File: src/hdl/cips_pkg.sv
// ----------------------------------------------------------------------------
// cips_pkg: shared types and constants of the pattern scanner
// Item structs for both channels, queue entry, register indexes and the
// ASCII case fold.
// ----------------------------------------------------------------------------
`default_nettype none

package cips_pkg;

  // Fixed widths of the result and configuration fields, and the queue depth.
  localparam int unsigned ResultBits = 48;
  localparam int unsigned CfgBits    = 64;
  localparam int unsigned CfgIdxBits = 2;
  localparam int unsigned QueueDepth = 4;

  // Configuration register indexes.
  localparam logic [CfgIdxBits-1:0] REG_PAT_LOW  = 2'd0;
  localparam logic [CfgIdxBits-1:0] REG_PAT_HIGH = 2'd1;
  localparam logic [CfgIdxBits-1:0] REG_PAT_LEN  = 2'd2;

  // Result kinds.
  localparam logic KIND_MATCH   = 1'b0;
  localparam logic KIND_SUMMARY = 1'b1;

  localparam logic [ResultBits-1:0] CountMax = {ResultBits{1'b1}};

  // One input item.
  typedef struct packed {
    logic [7:0] data_byte;
    logic       final_byte;
  } in_item_t;

  // One result item.
  typedef struct packed {
    logic                  result_kind;
    logic [ResultBits-1:0] match_offset;
    logic [ResultBits-1:0] match_total;
    logic                  any_found;
    logic                  run_end;
  } out_item_t;

  // Work handed from the front to the back: a match, an end of data, or both.
  typedef struct packed {
    logic                  hit;
    logic                  last;
    logic [ResultBits-1:0] offset;
    logic [ResultBits-1:0] total;
  } q_entry_t;

  // Queue status seen by both sides.
  typedef struct packed {
    logic full;
    logic empty;
  } q_status_t;

  // Fold ASCII upper case letters to lower case.
  function automatic logic [7:0] fold_byte(input logic [7:0] b);
    logic [7:0] r;
    r = b;
    if (b >= 8'h41 && b <= 8'h5A) begin
      r = b + 8'h20;
    end
    return r;
  endfunction

endpackage

`default_nettype wire

File: src/hdl/cips_front.sv
// ----------------------------------------------------------------------------
// cips_front: byte intake and match detection
// Holds the pattern registers, the folded byte window, the byte offset and
// the match count. Each accepted byte is compared in parallel against the
// aligned pattern, and matches and end-of-data marks are pushed to the queue.
// ----------------------------------------------------------------------------
`default_nettype none

module cips_front import cips_pkg::*; #(
  parameter int unsigned MAX_PATTERN = 16,
  parameter int unsigned OFFSET_BITS = 48
) (
  input  wire logic                  clk,
  input  wire logic                  rst_n,
  input  wire logic                  cfg_we,
  input  wire logic [CfgIdxBits-1:0] cfg_index,
  input  wire logic [CfgBits-1:0]    cfg_data,
  input  wire logic                  in_valid,
  output      logic                  in_ready,
  input  wire in_item_t              in_data,
  input  wire q_status_t             q_stat,
  output      logic                  q_push,
  output      q_entry_t              q_push_entry
);

  localparam int unsigned LW = (MAX_PATTERN > 1) ? $clog2(MAX_PATTERN) : 1;
  localparam logic [OFFSET_BITS-1:0] PosMax = {OFFSET_BITS{1'b1}};

  // Raw registers and the effective length minus one.
  logic [CfgBits-1:0] pat_low_r, pat_high_r;
  logic [LW-1:0]      lenm1_r;

  // Pattern realigned so that lane j meets window entry j.
  logic [7:0]             aligned_pat [MAX_PATTERN];
  logic [MAX_PATTERN-1:0] lane_mask;

  // Run state.
  logic [7:0]             win_r   [MAX_PATTERN];
  logic [7:0]             win_nxt [MAX_PATTERN];
  logic [OFFSET_BITS-1:0] pos_r, pos_nxt;
  logic [ResultBits-1:0]  cnt_r, cnt_nxt;

  logic                   accept;
  logic                   pos_ok;
  logic                   hit;
  logic [MAX_PATTERN-1:0] lane_ok;
  logic [OFFSET_BITS-1:0] off_full;
  logic [127:0]           pat_all;

  // Configuration writes; the length is clamped as it is stored.
  always_ff @(posedge clk) begin
    if (!rst_n) begin
      pat_low_r  <= '0;
      pat_high_r <= '0;
      lenm1_r    <= '0;
    end else if (cfg_we) begin
      case (cfg_index)
        REG_PAT_LOW:  pat_low_r  <= cfg_data;
        REG_PAT_HIGH: pat_high_r <= cfg_data;
        REG_PAT_LEN: begin
          if (cfg_data[4:0] == 5'd0) begin
            lenm1_r <= '0;
          end else if (32'(cfg_data[4:0]) > MAX_PATTERN) begin
            lenm1_r <= LW'(MAX_PATTERN - 1);
          end else begin
            lenm1_r <= LW'(cfg_data[4:0] - 5'd1);
          end
        end
        default: ;
      endcase
    end
  end

  // Aligned pattern: lane j holds pattern byte (length - 1 - j), folded.
  // It is derived straight from the registers, so a write takes effect on
  // the very next byte.
  assign pat_all = {pat_high_r, pat_low_r};

  always_comb begin
    for (int j = 0; j < MAX_PATTERN; j++) begin
      aligned_pat[j] = '0;
      lane_mask[j]   = (j <= 32'(lenm1_r));
      for (int i = 0; i < MAX_PATTERN; i++) begin
        if (i + j == 32'(lenm1_r)) begin
          aligned_pat[j] = fold_byte(pat_all[8*i +: 8]);
        end
      end
    end
  end

  // Intake handshake: a byte is taken while the queue has room.
  assign in_ready = !q_stat.full;
  assign accept   = in_valid && in_ready;

  // Shifted window with the new folded byte in entry 0.
  always_comb begin
    win_nxt[0] = fold_byte(in_data.data_byte);
    for (int j = 1; j < MAX_PATTERN; j++) begin
      win_nxt[j] = win_r[j-1];
    end
  end

  // Parallel compare against all active lanes.
  always_comb begin
    for (int j = 0; j < MAX_PATTERN; j++) begin
      lane_ok[j] = !lane_mask[j] || (win_nxt[j] == aligned_pat[j]);
    end
  end

  assign pos_ok   = (pos_r >= OFFSET_BITS'(lenm1_r));
  assign hit      = pos_ok && (&lane_ok);
  assign off_full = pos_r - OFFSET_BITS'(lenm1_r);

  // Saturating offset and count.
  always_comb begin
    pos_nxt = (pos_r != PosMax) ? pos_r + 1'b1 : pos_r;
    cnt_nxt = (hit && cnt_r != CountMax) ? cnt_r + 1'b1 : cnt_r;
  end

  // Run state update; a final byte starts a new run.
  always_ff @(posedge clk) begin
    if (!rst_n) begin
      pos_r <= '0;
      cnt_r <= '0;
      for (int j = 0; j < MAX_PATTERN; j++) begin
        win_r[j] <= '0;
      end
    end else if (accept) begin
      if (in_data.final_byte) begin
        pos_r <= '0;
        cnt_r <= '0;
        for (int j = 0; j < MAX_PATTERN; j++) begin
          win_r[j] <= '0;
        end
      end else begin
        pos_r <= pos_nxt;
        cnt_r <= cnt_nxt;
        for (int j = 0; j < MAX_PATTERN; j++) begin
          win_r[j] <= win_nxt[j];
        end
      end
    end
  end

  // Work for the back side.
  assign q_push              = accept && (hit || in_data.final_byte);
  assign q_push_entry.hit    = hit;
  assign q_push_entry.last   = in_data.final_byte;
  assign q_push_entry.offset = ResultBits'(off_full);
  assign q_push_entry.total  = cnt_nxt;

endmodule

`default_nettype wire

File: src/hdl/cips_queue.sv
// ----------------------------------------------------------------------------
// cips_queue: work queue between front and back
// A small first-in first-out queue of pending match and summary work.
// ----------------------------------------------------------------------------
`default_nettype none

module cips_queue import cips_pkg::*; (
  input  wire logic     clk,
  input  wire logic     rst_n,
  input  wire logic     push,
  input  wire q_entry_t push_entry,
  input  wire logic     pop,
  output      q_entry_t head,
  output      q_status_t stat
);

  localparam int unsigned PW = $clog2(QueueDepth);

  q_entry_t      slot_r [QueueDepth];
  logic [PW-1:0] wr_ptr_r, rd_ptr_r;
  logic [PW:0]   fill_r, fill_nxt;

  assign stat.full  = (fill_r == (PW+1)'(QueueDepth));
  assign stat.empty = (fill_r == '0);
  assign head       = slot_r[rd_ptr_r];

  // Occupancy follows pushes and pops.
  always_comb begin
    fill_nxt = fill_r;
    if (push && !pop) begin
      fill_nxt = fill_r + 1'b1;
    end else if (pop && !push) begin
      fill_nxt = fill_r - 1'b1;
    end
  end

  always_ff @(posedge clk) begin
    if (!rst_n) begin
      wr_ptr_r <= '0;
      rd_ptr_r <= '0;
      fill_r   <= '0;
    end else begin
      fill_r <= fill_nxt;
      if (push) begin
        wr_ptr_r <= wr_ptr_r + 1'b1;
      end
      if (pop) begin
        rd_ptr_r <= rd_ptr_r + 1'b1;
      end
    end
  end

  // Entry storage.
  always_ff @(posedge clk) begin
    if (push) begin
      slot_r[wr_ptr_r] <= push_entry;
    end
  end

endmodule

`default_nettype wire

File: src/hdl/cips_back.sv
// ----------------------------------------------------------------------------
// cips_back: result formatting and output register
// Turns each queue entry into a match report, a summary, or both in that
// order, and holds each result in an output register until it is taken.
// ----------------------------------------------------------------------------
`default_nettype none

module cips_back import cips_pkg::*; (
  input  wire logic      clk,
  input  wire logic      rst_n,
  input  wire q_entry_t  head,
  input  wire q_status_t q_stat,
  output      logic      pop,
  output      logic      out_valid,
  input  wire logic      out_ready,
  output      out_item_t out_data
);

  logic      out_valid_r;
  out_item_t out_data_r, res_nxt;
  logic      sent_r, sent_nxt;
  logic      load;
  logic      emit_match;

  // The output register can take a new result when it is empty or drains.
  assign load       = (!out_valid_r || out_ready) && !q_stat.empty;
  assign emit_match = head.hit && !sent_r;

  // Choose the next result from the head entry.
  always_comb begin
    res_nxt.match_total = head.total;
    res_nxt.any_found   = (head.total != '0);
    if (emit_match) begin
      res_nxt.result_kind  = KIND_MATCH;
      res_nxt.match_offset = head.offset;
      res_nxt.run_end      = !head.last;
    end else begin
      res_nxt.result_kind  = KIND_SUMMARY;
      res_nxt.match_offset = '0;
      res_nxt.run_end      = 1'b1;
    end
  end

  // An entry with both a match and an end of data stays for a second result.
  always_comb begin
    pop      = 1'b0;
    sent_nxt = sent_r;
    if (load) begin
      if (emit_match && head.last) begin
        sent_nxt = 1'b1;
      end else begin
        pop      = 1'b1;
        sent_nxt = 1'b0;
      end
    end
  end

  always_ff @(posedge clk) begin
    if (!rst_n) begin
      out_valid_r <= 1'b0;
      sent_r      <= 1'b0;
    end else begin
      sent_r <= sent_nxt;
      if (load) begin
        out_valid_r <= 1'b1;
      end else if (out_ready) begin
        out_valid_r <= 1'b0;
      end
    end
  end

  always_ff @(posedge clk) begin
    if (load) begin
      out_data_r <= res_nxt;
    end
  end

  assign out_valid = out_valid_r;
  assign out_data  = out_data_r;

endmodule

`default_nettype wire

File: src/hdl/case_insensitive_pattern_scanner_top.sv
// ----------------------------------------------------------------------------
// case_insensitive_pattern_scanner_top: case-insensitive substring search
// Reports the start offset of every occurrence of a pattern in a byte
// stream, then a summary after the last byte.
// ----------------------------------------------------------------------------
// Usage:
//   Write the pattern bytes and length on the cfg_ port while no data is in
//   flight. Send data one byte per item on the in_ channel; mark the last
//   byte with final_byte. Results leave on the out_ channel: a match report
//   per occurrence, and after the last byte a summary with the match count.
// Timing:
//   One byte is accepted per cycle while the work queue has room. The window
//   compare is done in parallel in the cycle of acceptance; the first result
//   of a byte passes through the work queue, then the output register. A last
//   byte that also completes a match yields two results, match report first.
// Flow control:
//   A four-entry work queue sits between intake and the output register.
//   When the receiver stalls, the queue fills and in_ready drops once it
//   is full; nothing is lost.
// Reset:
//   Clears the window, offset, count and queue; pattern registers return to
//   a single zero byte.
// ----------------------------------------------------------------------------
`default_nettype none

module case_insensitive_pattern_scanner_top import cips_pkg::*; #(
  parameter int unsigned MAX_PATTERN = 16,
  parameter int unsigned OFFSET_BITS = 48
) (
  input  wire logic                  clk,
  input  wire logic                  rst_n,
  input  wire logic                  cfg_we,
  input  wire logic [CfgIdxBits-1:0] cfg_index,
  input  wire logic [CfgBits-1:0]    cfg_data,
  input  wire logic                  in_valid,
  output      logic                  in_ready,
  input  wire in_item_t              in_data,
  output      logic                  out_valid,
  input  wire logic                  out_ready,
  output      out_item_t             out_data
);

  q_status_t q_stat;
  logic      q_push;
  q_entry_t  q_push_entry;
  logic      q_pop;
  q_entry_t  q_head;

  // Intake and compare.
  cips_front #(
    .MAX_PATTERN (MAX_PATTERN),
    .OFFSET_BITS (OFFSET_BITS)
  ) u_front (
    .clk          (clk),
    .rst_n        (rst_n),
    .cfg_we       (cfg_we),
    .cfg_index    (cfg_index),
    .cfg_data     (cfg_data),
    .in_valid     (in_valid),
    .in_ready     (in_ready),
    .in_data      (in_data),
    .q_stat       (q_stat),
    .q_push       (q_push),
    .q_push_entry (q_push_entry)
  );

  // Work queue.
  cips_queue u_queue (
    .clk        (clk),
    .rst_n      (rst_n),
    .push       (q_push),
    .push_entry (q_push_entry),
    .pop        (q_pop),
    .head       (q_head),
    .stat       (q_stat)
  );

  // Result output.
  cips_back u_back (
    .clk       (clk),
    .rst_n     (rst_n),
    .head      (q_head),
    .q_stat    (q_stat),
    .pop       (q_pop),
    .out_valid (out_valid),
    .out_ready (out_ready),
    .out_data  (out_data)
  );

  // The front never pushes into a full queue.
  assert property (@(posedge clk) disable iff (!rst_n) q_push |-> !q_stat.full)
    else $error("work queue overflow");

  // The back never pops an empty queue.
  assert property (@(posedge clk) disable iff (!rst_n) q_pop |-> !q_stat.empty)
    else $error("work queue underflow");

  // A summary always closes the results of its byte.
  assert property (@(posedge clk) disable iff (!rst_n)
    (out_valid && out_data.result_kind == KIND_SUMMARY) |-> out_data.run_end)
    else $error("summary without run end");

  // The found flag agrees with the count.
  assert property (@(posedge clk) disable iff (!rst_n)
    out_valid |-> (out_data.any_found == (out_data.match_total != '0)))
    else $error("found flag disagrees with count");

endmodule

`default_nettype wire
File: config.mk
export PLATFORM = sky130hd
export DESIGN_NAME = case_insensitive_pattern_scanner_top
export DESIGN_NICKNAME = d
export VERILOG_FILES = /design/src/hdl/cips_pkg.sv /design/src/hdl/cips_front.sv /design/src/hdl/cips_queue.sv /design/src/hdl/cips_back.sv /design/src/hdl/case_insensitive_pattern_scanner_top.sv
export SDC_FILE = /design/constraint.sdc
export NUM_CORES = 2
export LEC_CHECK = 0
export BUFFER_PORTS_ARGS = -buffer_cell sky130_fd_sc_hd__buf_2
export CORE_MARGIN = 2
export CORE_UTILIZATION = 31
export DETAILED_ROUTE_END_ITERATION = 10
export GPL_TIMING_DRIVEN = 0
export SETUP_SLACK_MARGIN = 0.02
export SYNTH_ARGS = -nofsm -noshare
export SYNTH_HDL_FRONTEND = slang
export SYNTH_SLANG_ARGS = --single-unit
File: constraint.sdc
create_clock -name clk -period 9.41 [get_ports clk]
set_input_delay 0 -clock clk [delete_from_list [all_inputs] [get_ports clk]]
set_output_delay 0 -clock clk [all_outputs]
set_load 0.01 [all_outputs]
==> flow_metrics.env <==
export IMPL_fin_ws_ns=-0.3362
export IMPL_pwr_share_comb_pct=23.5
export IMPL_yosys_top_cells_area="edfxtp_1 (38%), dfxtp_1 (10%), mux4_2 (4.8%)"
export IMPL_tightest_slew_ns=1.688
export IMPL_core_um2=152100
export IMPL_drt_pass1_iterations=6
export IMPL_synth_cell_types=115
export IMPL_routedWlPerCell_um=42.47
export IMPL_syn_num_nets=4858
export IMPL_ant_nets=0
export IMPL_end_kind="register"
export IMPL_overflow=0
export IMPL_hold_viol_final=0
export IMPL_p_per_area_nw_per_um2=198.6
export IMPL_post_route_util_pct=36.48
export IMPL_layout_nets=5239
export IMPL_route_detailed_drc=0
export IMPL_synth_common_cells="edfxtp_1 (603), nand2_1 (540), a21oi_1 (357), nor2_1 (345), clkbuf_1 (254)"
export IMPL_violations="capacitance limit, slew limit, setup timing"
export IMPL_syn_to_final_growth_pct=16.64
export IMPL_cts_tree="done"
export IMPL_syn_area_per_cell_um2=10.02
export IMPL_required_ns=10.04
export IMPL_viasPerCell=6.362
export IMPL_synth_async_reset_ratio_pct=0
export IMPL_drive_gt1_share_pct=13.66
export IMPL_dieArea_um2=156600
export IMPL_crit_fanout=12
export IMPL_clk_pin_slew_worst_paths_ns=0.07
export IMPL_yosysTopAreaCell="edfxtp_1"
export IMPL_cts_sinks=850
export IMPL_power_frac_clock_pct=33.3
export IMPL_start_util_pct=31.28
export IMPL_min_delay_path_class="input pin to register"
export IMPL_post_place_cells=6982
export IMPL_die_h_um=395.7
export IMPL_reg2reg_depth=23
export IMPL_io_pins=181
export IMPL_cts_setup_buffers=0
export IMPL_holdWs_ns=0.02033
export IMPL_fp_dieW_um=395.7
export IMPL_track_usage_pct=38.23
export IMPL_synth_ff_type="edfxtp_1"
export IMPL_period_minus_slack_ns=9.746
export IMPL_switching_share_pct=32.33
export IMPL_pwr_share_seq_pct=43.2
export IMPL_regToRegStartpoint="u_front.lenm1_r[0]"
export IMPL_numPortBuffers=179
export IMPL_finalSetupTns_ns=-44.62
export IMPL_synthCells=4747
export IMPL_timing_fmax_mhz=102.6
export IMPL_drt_iter0_drc=5748
export IMPL_cp_start_kind="register"
export IMPL_grt_pass1_wl_mm=402.8
export IMPL_rr_endpoint="u_queue.fill_r[2]"
export IMPL_grt_max_degree=57
export IMPL_synth_edff_count=603
export IMPL_dp_hpwl_mm=229.7
export IMPL_drv_slew=149
export IMPL_cts_buffer_depth=3
export IMPL_synth_most_common_cell="edfxtp_1"
export IMPL_yosysWarnings=0
export IMPL_num_rows=143
export IMPL_min_period_over_period_pct=103.6
export IMPL_synth_seq_area_share_pct=48.46
export IMPL_htree_levels=3
export IMPL_run_status="finished, violations left"
export IMPL_cap_violations=18
export IMPL_worstPathArrival_ns=10.38
export IMPL_crit_start="u_front.lenm1_r[0]"
export IMPL_synth_top_cell_area_share_pct=38.07
export IMPL_ff2ff_setup_slack_ns=-0.34
export IMPL_crit_type="register to register"
export IMPL_grt_setup_unrepaired="no"
export IMPL_setup_violations=302
export IMPL_place_congestion=1.102
export IMPL_p_int_mw=7.456
export IMPL_finalNonFillerCells=7251
export IMPL_synth_seq_cells=850
export IMPL_wl_mm=307.9
export IMPL_slew_headroom_pct=-12.55
export IMPL_grt_pass1_vias=43614
export IMPL_n_fill_cell=15418
export IMPL_cts_root_buffer="clkbuf_16"
export IMPL_switchingPower_mw=3.563
export IMPL_place_ws_ns=-0.7508
export IMPL_p_leak_nw=19.08
export IMPL_cts_buffers=90
export IMPL_crit_path_end="u_queue.fill_r[2]"
export IMPL_clk_latency_ns=0.80
export IMPL_ir_drop_mv=0.1473
export IMPL_finClkSkew_ns=0.1278
export IMPL_antenna_found_initial=35
export IMPL_vias=46134
export IMPL_syn_cell_area_um2=47570
through the flow:
| stage | area [um2] | power [mW] |
|---|---|---|
| floorplan | 47570 | 6.182 |
| global placement | 51010 | 7.338 |
| detailed placement | 51500 | 7.328 |
| CTS | 55390 | 11.03 |
| global route | 55450 | 11.35 |
| finish | 55480 | 11.02 |
state kept, by name, summed over array words and instances (netlist names), named ones only:
name,count
u_back.out_data,99
u_back.out_valid,1
u_back.sent_r,1
u_front.cnt_r,48
u_front.lenm1_r,4
u_front.pat_high_r,64
u_front.pat_low_r,64
u_front.pos_r,48
u_front.win_r,120
u_queue.fill_r,3
u_queue.rd_ptr_r,2
u_queue.slot_r,392
u_queue.wr_ptr_r,2
worst min-delay path by stage:
stage | depth (start not counted) | from | slack, ns | endpoint
finish | 4 | cfg_data[32] | 0.02 | u_front.pat_low_r[32]
global route | 4 | cfg_data[27] | 0.03 | u_front.pat_high_r[27]
CTS | 4 | cfg_data[32] | 0.007 | u_front.pat_low_r[32]
detailed placement | 3 | cfg_data[58] | 0.26 | u_front.pat_high_r[58]
global placement | 3 | cfg_data[12] | 0.25 | u_front.pat_high_r[12]
floorplan | 0 | in_data[0] | 0.1 | u_queue.slot_r[0][96]
layout make-up:
type,count,area [um2],area share [%]
Sequential cell,850,23050,41.55
Multi-Input combinational cell,3397,22450,40.47
Tap cell,2030,2540,4.578
Clock buffer,124,2501,4.508
Timing Repair Buffer,290,2165,3.901
Buffer,423,1937,3.491
Clock inverter,44,505.5,0.9111
Inverter,76,286.5,0.5164
Antenna cell,17,42.54,0.07667
critical path: stages (launching register included):
cell and delay [ns]:
dfxtp_1 0.40, buf_4 0.24, buf_6 0.18, inv_1 0.51, buf_2 0.53, buf_2 0.64, buf_2 0.45, clkdlybuf4s15_1 0.98
o21ai_0 0.49, a211oi_1 0.42, a21oi_1 0.21, a211oi_1 0.70, xor2_1 0.24, nand4_1 0.11, o22ai_1 0.62, nand3_1 0.37
nor3_4 0.59, o21a_2 0.50, ha_1 0.27, inv_1 0.06, fa_1 0.37, xor2_1 0.16, or3_1 0.31, a21oi_1 0.14
layout by cell type, fill, tap and decap left out, types with 60 or more instances in the layout:
cell / Yosys / routed
nand3_1: 86 / 86
clkbuf_1: 254 / 260
o221ai_1: 60 / 60
inv_1: 75 / 74
nand2_1: 540 / 540
nor3_1: 97 / 96
a21oi_1: 357 / 355
dfxtp_1: 247 / 246
o22ai_1: 117 / 117
and3_1: 188 / 188
edfxtp_1: 603 / 603
buf_2: 101 / 282
dlygate4sd3_1: 0 / 84
xnor2_1: 84 / 84
clkbuf_16: 0 / 91
mux4_2: 101 / 101
nor2_1: 345 / 342
xor2_1: 135 / 135
o21ai_0: 233 / 233
layer usage:
metal	track usage (%)	up-vias	wire [um]
li1	-	18768	-
met1	47.08	23320	120500
met2	55.83	3040	128200
met3	11.50	982	29810
met4	29.62	24	29070
met5	0	-	304
timing repair:
item                       in CTS  in global routing
gates cloned                    3                  0
setup endpoints to repair     476                476
pin swaps                       3                  0
resized for setup              13                 12
hold endpoints to repair      162                  0
hold buffers                   84                  0
power groups by stage:
stage	sequential, mW	combinational (mW)	clock [mW]
3_5_place_dp	4.83	2.50	0
2_1_floorplan	4.95	1.23	0
5_1_grt	4.79	2.70	3.86
6_report	4.76	2.59	3.67
4_1_cts	4.76	2.55	3.72
3_3_place_gp	4.93	2.41	0
logic make-up (layout without fill, tap and decap cells):
logic type	Yosys count	in the layout	share of synthesized area (%)
other	0	17	0
buffers and inverters	503	957	4.606
AOI/OAI and AO/OA	1321	1321	18.54
muxes	173	173	6.342
adders and majority gates	32	32	0.8680
xor gates and xnor gates	219	219	4.032
DFF	850	850	48.46
and+or+nand+nor	1649	1652	17.15
(Power assumes the default switching activity.)
